[src/hdl/assert_macros.svh]
// Assertion macros shared by the RTL of the k-best heap block.
// Depends on nothing; included by modules that carry concurrent checks.
`ifndef ASSERT_MACROS_SVH
`define ASSERT_MACROS_SVH

// Check a property on the rising edge of clk, held off while rst_n is low.
`define ASSERT_CLK(lbl, clk, rst_n, prop, msg) \
	lbl: assert property (@(posedge clk) disable iff (!rst_n) prop) else $error(msg);

// Check that an expression is never true on the rising edge of clk.
`define ASSERT_NEVER(lbl, clk, rst_n, expr, msg) \
	`ASSERT_CLK(lbl, clk, rst_n, !(expr), msg)

`endif

[src/hdl/bmhkb_ram.sv]
// Generic RAM: one write port, two read ports, registered read data.
// Depends on nothing; holds the heap entries of the k-best heap block.
module bmhkb_ram #(
	parameter int WIDTH = 8,
	parameter int DEPTH = 16
) (
	input  logic                     clk,
	input  logic                     we,
	input  logic [$clog2(DEPTH)-1:0] waddr,
	input  logic [WIDTH-1:0]         wdata,
	input  logic [$clog2(DEPTH)-1:0] raddr_a,
	input  logic [$clog2(DEPTH)-1:0] raddr_b,
	output logic [WIDTH-1:0]         rdata_a,
	output logic [WIDTH-1:0]         rdata_b
);

	logic [WIDTH-1:0] mem_q [DEPTH];

	always_ff @(posedge clk) begin
		if (we) begin
			mem_q[waddr] <= wdata;
		end
		rdata_a <= mem_q[raddr_a];
		rdata_b <= mem_q[raddr_b];
	end

endmodule

[config.mk]
export PLATFORM = sky130hd
export DESIGN_NAME = bmhkb_ram
export DESIGN_NICKNAME = d
export VERILOG_FILES = /design/src/hdl/assert_macros.svh /design/src/hdl/bmhkb_ram.sv
export SDC_FILE = /design/constraint.sdc
export NUM_CORES = 1
export LEC_CHECK = 0
export BUFFER_PORTS_ARGS = -buffer_cell sky130_fd_sc_hd__buf_2
export CAP_MARGIN = 25
export CELL_PAD_IN_SITES_DETAIL_PLACEMENT = 0
export CELL_PAD_IN_SITES_GLOBAL_PLACEMENT = 1
export CORE_MARGIN = 2
export CORE_UTILIZATION = 53
export CTS_CLUSTER_SIZE = 28
export DETAILED_ROUTE_END_ITERATION = 16
export GPL_TIMING_DRIVEN = 1
export PLACE_DENSITY_LB_ADDON = 0.1
export SLEW_MARGIN = 0
export SYNTH_ARGS = -nofsm -noshare
export SYNTH_HDL_FRONTEND = slang
export SYNTH_SLANG_ARGS = --single-unit
[constraint.sdc]
create_clock -name clk -period 2.25 [get_ports clk]
set_clock_uncertainty 0.1 [all_clocks]
set_input_delay 0.3375 -clock clk [delete_from_list [all_inputs] [get_ports clk]]
set_output_delay 0.3375 -clock clk [all_outputs]
set_load 0.1 [all_outputs]
==> run summary <==
Reg2Reg Depth -> 3
Die area -> 12900 um^2
Fillers -> 810
Worst Setup End Kind -> output pin
Via count -> 3344
Fin crit share -> 73.9%
DR WL/cell -> 26.5 um
P&R area growth vs syn -> 17.2%
Main combinational cell family by area after synthesis -> multiplexers
WP depth -> 1
Clock root cell -> clkbuf_16
Synth Area in Adders -> 0%
CTS Sinks -> 144
R2r endpoint -> rdata_b[7]
Register area -> 4160 um^2
Run status -> finished, final reports clean
Max_cap viols -> 0
Vias/cell -> 6.37
H-tree levels -> 4
Synth area leaders -> edfxtp_1 (61%), mux4_2 (12%), mux4_1 (12%)
Area leader, netlist -> edfxtp_1
Peak supply drop -> 0.511 mV
Post-Syn Area per Cell -> 20.7 um^2
Final Max Tran Viols -> 0
Initial antenna violation count -> 0
Fin Hold WS -> 202 ps
Synth cell types -> 20
Slowest CP cell -> buf_2
Clock Pin Slew Worst Setup and Hold Paths -> 60 ps
Effective utilization at floorplan -> 54.9%
Mapped Cells -> 307
Yosys reg bits -> 144
Worst-Skew Late Latency -> 420 ps
Postcts setup bufs -> 0
CP Cell Sequence -> buf_2
Delay-heaviest family, CP -> buffers and inverters
Largest net degree at the start of global routing -> 33
Synthesized area -> 6350 um^2
CP Data Arrival Time -> 1230 ps
DRC -> 0
Ports -> 38
Final WL -> 13.9 mm
Leakage -> 2.61 nW
CTS Buf Count -> 17
Number of DRC markers in iteration 0 -> 313
Crit path kind -> reg -> out
Slew @ Worst Pin -> 514 ps
Largest stage delay, worst path -> 440 ps
Sequential area share after synthesis -> 65.6%
Yosys top cell area share -> 60.6%
Hold crit path type -> in -> reg
Post-Synth Simple-Gate Area -> 3.43%
Number of flops mapped to enable cells by yosys -> 128
Cts repair resizes -> 0
GRT overflow -> 0
Fin. Hold Viols -> 0
FF-to-FF setup slack -> 650 ps
Dominant synthesized flop cell -> edfxtp_1
Placer Congestion -> 0.752
# diodes -> 0
F_max -> 0.601 GHz
Setup TNS -> 0 ps
Share of cells above drive strength 1 -> 34.3%
CTS tree -> done
Unrepaired setup endpoints after global routing -> false
Port buffer count -> 37
DRT antenna net count -> 0
CP required -> 1810 ps
Mux contribution to synthesized area -> 24.4%
Die H -> 113 um
Most instantiated library cell after synthesis -> edfxtp_1
Core area -> 11600 um^2
Final setup vio count -> 0
Commonest cells post-synth -> edfxtp_1 (128), mux4_2 (34), a22oi_1 (32), mux4_1 (28), nand2_1 (17)
Synth Area in Compound Gates -> 3.79%
Footprint of the multi-input gates -> 2010 um^2
Max-slew headroom -> 66.0%
Dpl hpwl -> 9.13 mm
# rows -> 39
Total track usage -> 23.7%
Synth Net Count -> 329
Setup crit end -> rdata_a[6]
Maximum buffer depth of the clock tree -> 2
PD cells -> 915 nW/um^2
Max FO, Critical Path -> 1
Die X -> 113 um
Synth warnings -> 0
CP Launch Point -> rdata_a[6]
Tmin final -> 1660 ps
Layout Nets -> 391
Reg-to-reg startpoint -> mem_q[3][7]
First-pass GRT wire length -> 21.2 mm
Post-CTS Hold Buffers -> 0
Vias in the first global route -> 3458
Initial DRT Pass Iterations -> 5
Synthesized-area fraction occupied by xor and xnor cells -> 0%
Critical path startpoint category -> register
Post-synthesis async set-or-reset flop share -> 0%
Buf+Inv Stages, Crit Path -> 1
==> layer usage <==
| layer | routed length, um | vias to the layer above | global-route usage (%) |
|---|---|---|---|
| met4 | 231 | 0 | 8.37 |
| met2 | 7200 | 108 | 39.0 |
| li1 | - | 1466 | - |
| met5 | 0 | - | 0 |
| met1 | 5770 | 1750 | 32.5 |
| met3 | 735 | 20 | 4.36 |
==> state kept, by name, summed over array words and instances, names as in the netlist <==
signal and count:
rdata_a 8, mem_q 128, rdata_b 8
==> layout by cell type (no fill, tap or decap), types with 5 or more instances in the layout <==
| master | n |
|---|---|
| a22oi_1 | 32 |
| buf_2 | 37 |
| buf_4 | 23 |
| bufinv_16 | 5 |
| clkbuf_16 | 17 |
| dfxtp_1 | 16 |
| edfxtp_1 | 128 |
| mux4_1 | 28 |
| mux4_2 | 34 |
| nand2_1 | 17 |
| nor2_1 | 14 |
==> layout make-up <==
| class | count | share of cell area, % |
|---|---|---|
| well taps | 143 | 2.41 |
| repair buffers | 63 | 5.62 |
| clock inverters | 12 | 2.79 |
| clock buffers | 20 | 6.14 |
| flip-flops and latches | 144 | 56.0 |
| multi-input cells | 143 | 27.0 |
==> logic make-up after synthesis <==
| family | Yosys count |
|---|---|
| simple gates | 47 |
| compound gates | 32 |
| buf+inv | 20 |
| mux | 64 |
| flops | 144 |
==> report_power, final <==
part / internal, mW / total, mW / switching (mW) / leakage, nW
combinational: 0.213 / 0.690 / 0.478 / 1.01
sequential: 2.99 / 3.03 / 0.0333 / 1.29
clock: 2.03 / 3.09 / 1.06 / 0.313
total: 5.24 / 6.80 / 1.57 / 2.61
==> worst min path at each step <==
| stage | from | endpoint | slack [ps] | cells past startpoint |
|---|---|---|---|---|
| CTS | wdata[0] | mem_q[0][0] | 190 | 1 |
| global placement | mem_q[8][2] | rdata_a[2] | 570 | 3 |
| finish | wdata[0] | mem_q[12][0] | 200 | 1 |
| global route | wdata[0] | mem_q[3][0] | 210 | 1 |
| detailed placement | mem_q[11][1] | rdata_a[1] | 590 | 3 |
| floorplan | wdata[0] | mem_q[0][0] | 340 | 0 |
==> through the flow <==
stage               cells  instance area [um^2]  util (%)  total power [mW]  setup slack (ps)
global route          525                  7430      64.3              6.98               556
finish                525                  7430      64.3              6.80               586
floorplan             307                  6350         -              3.59               320
CTS                   525                  7430      64.3              6.85               540
global placement      493                  6770      58.5              3.77               262
detailed placement    493                  6770      58.5              3.78               267
Note: power is estimated with default switching activity, not from simulation.
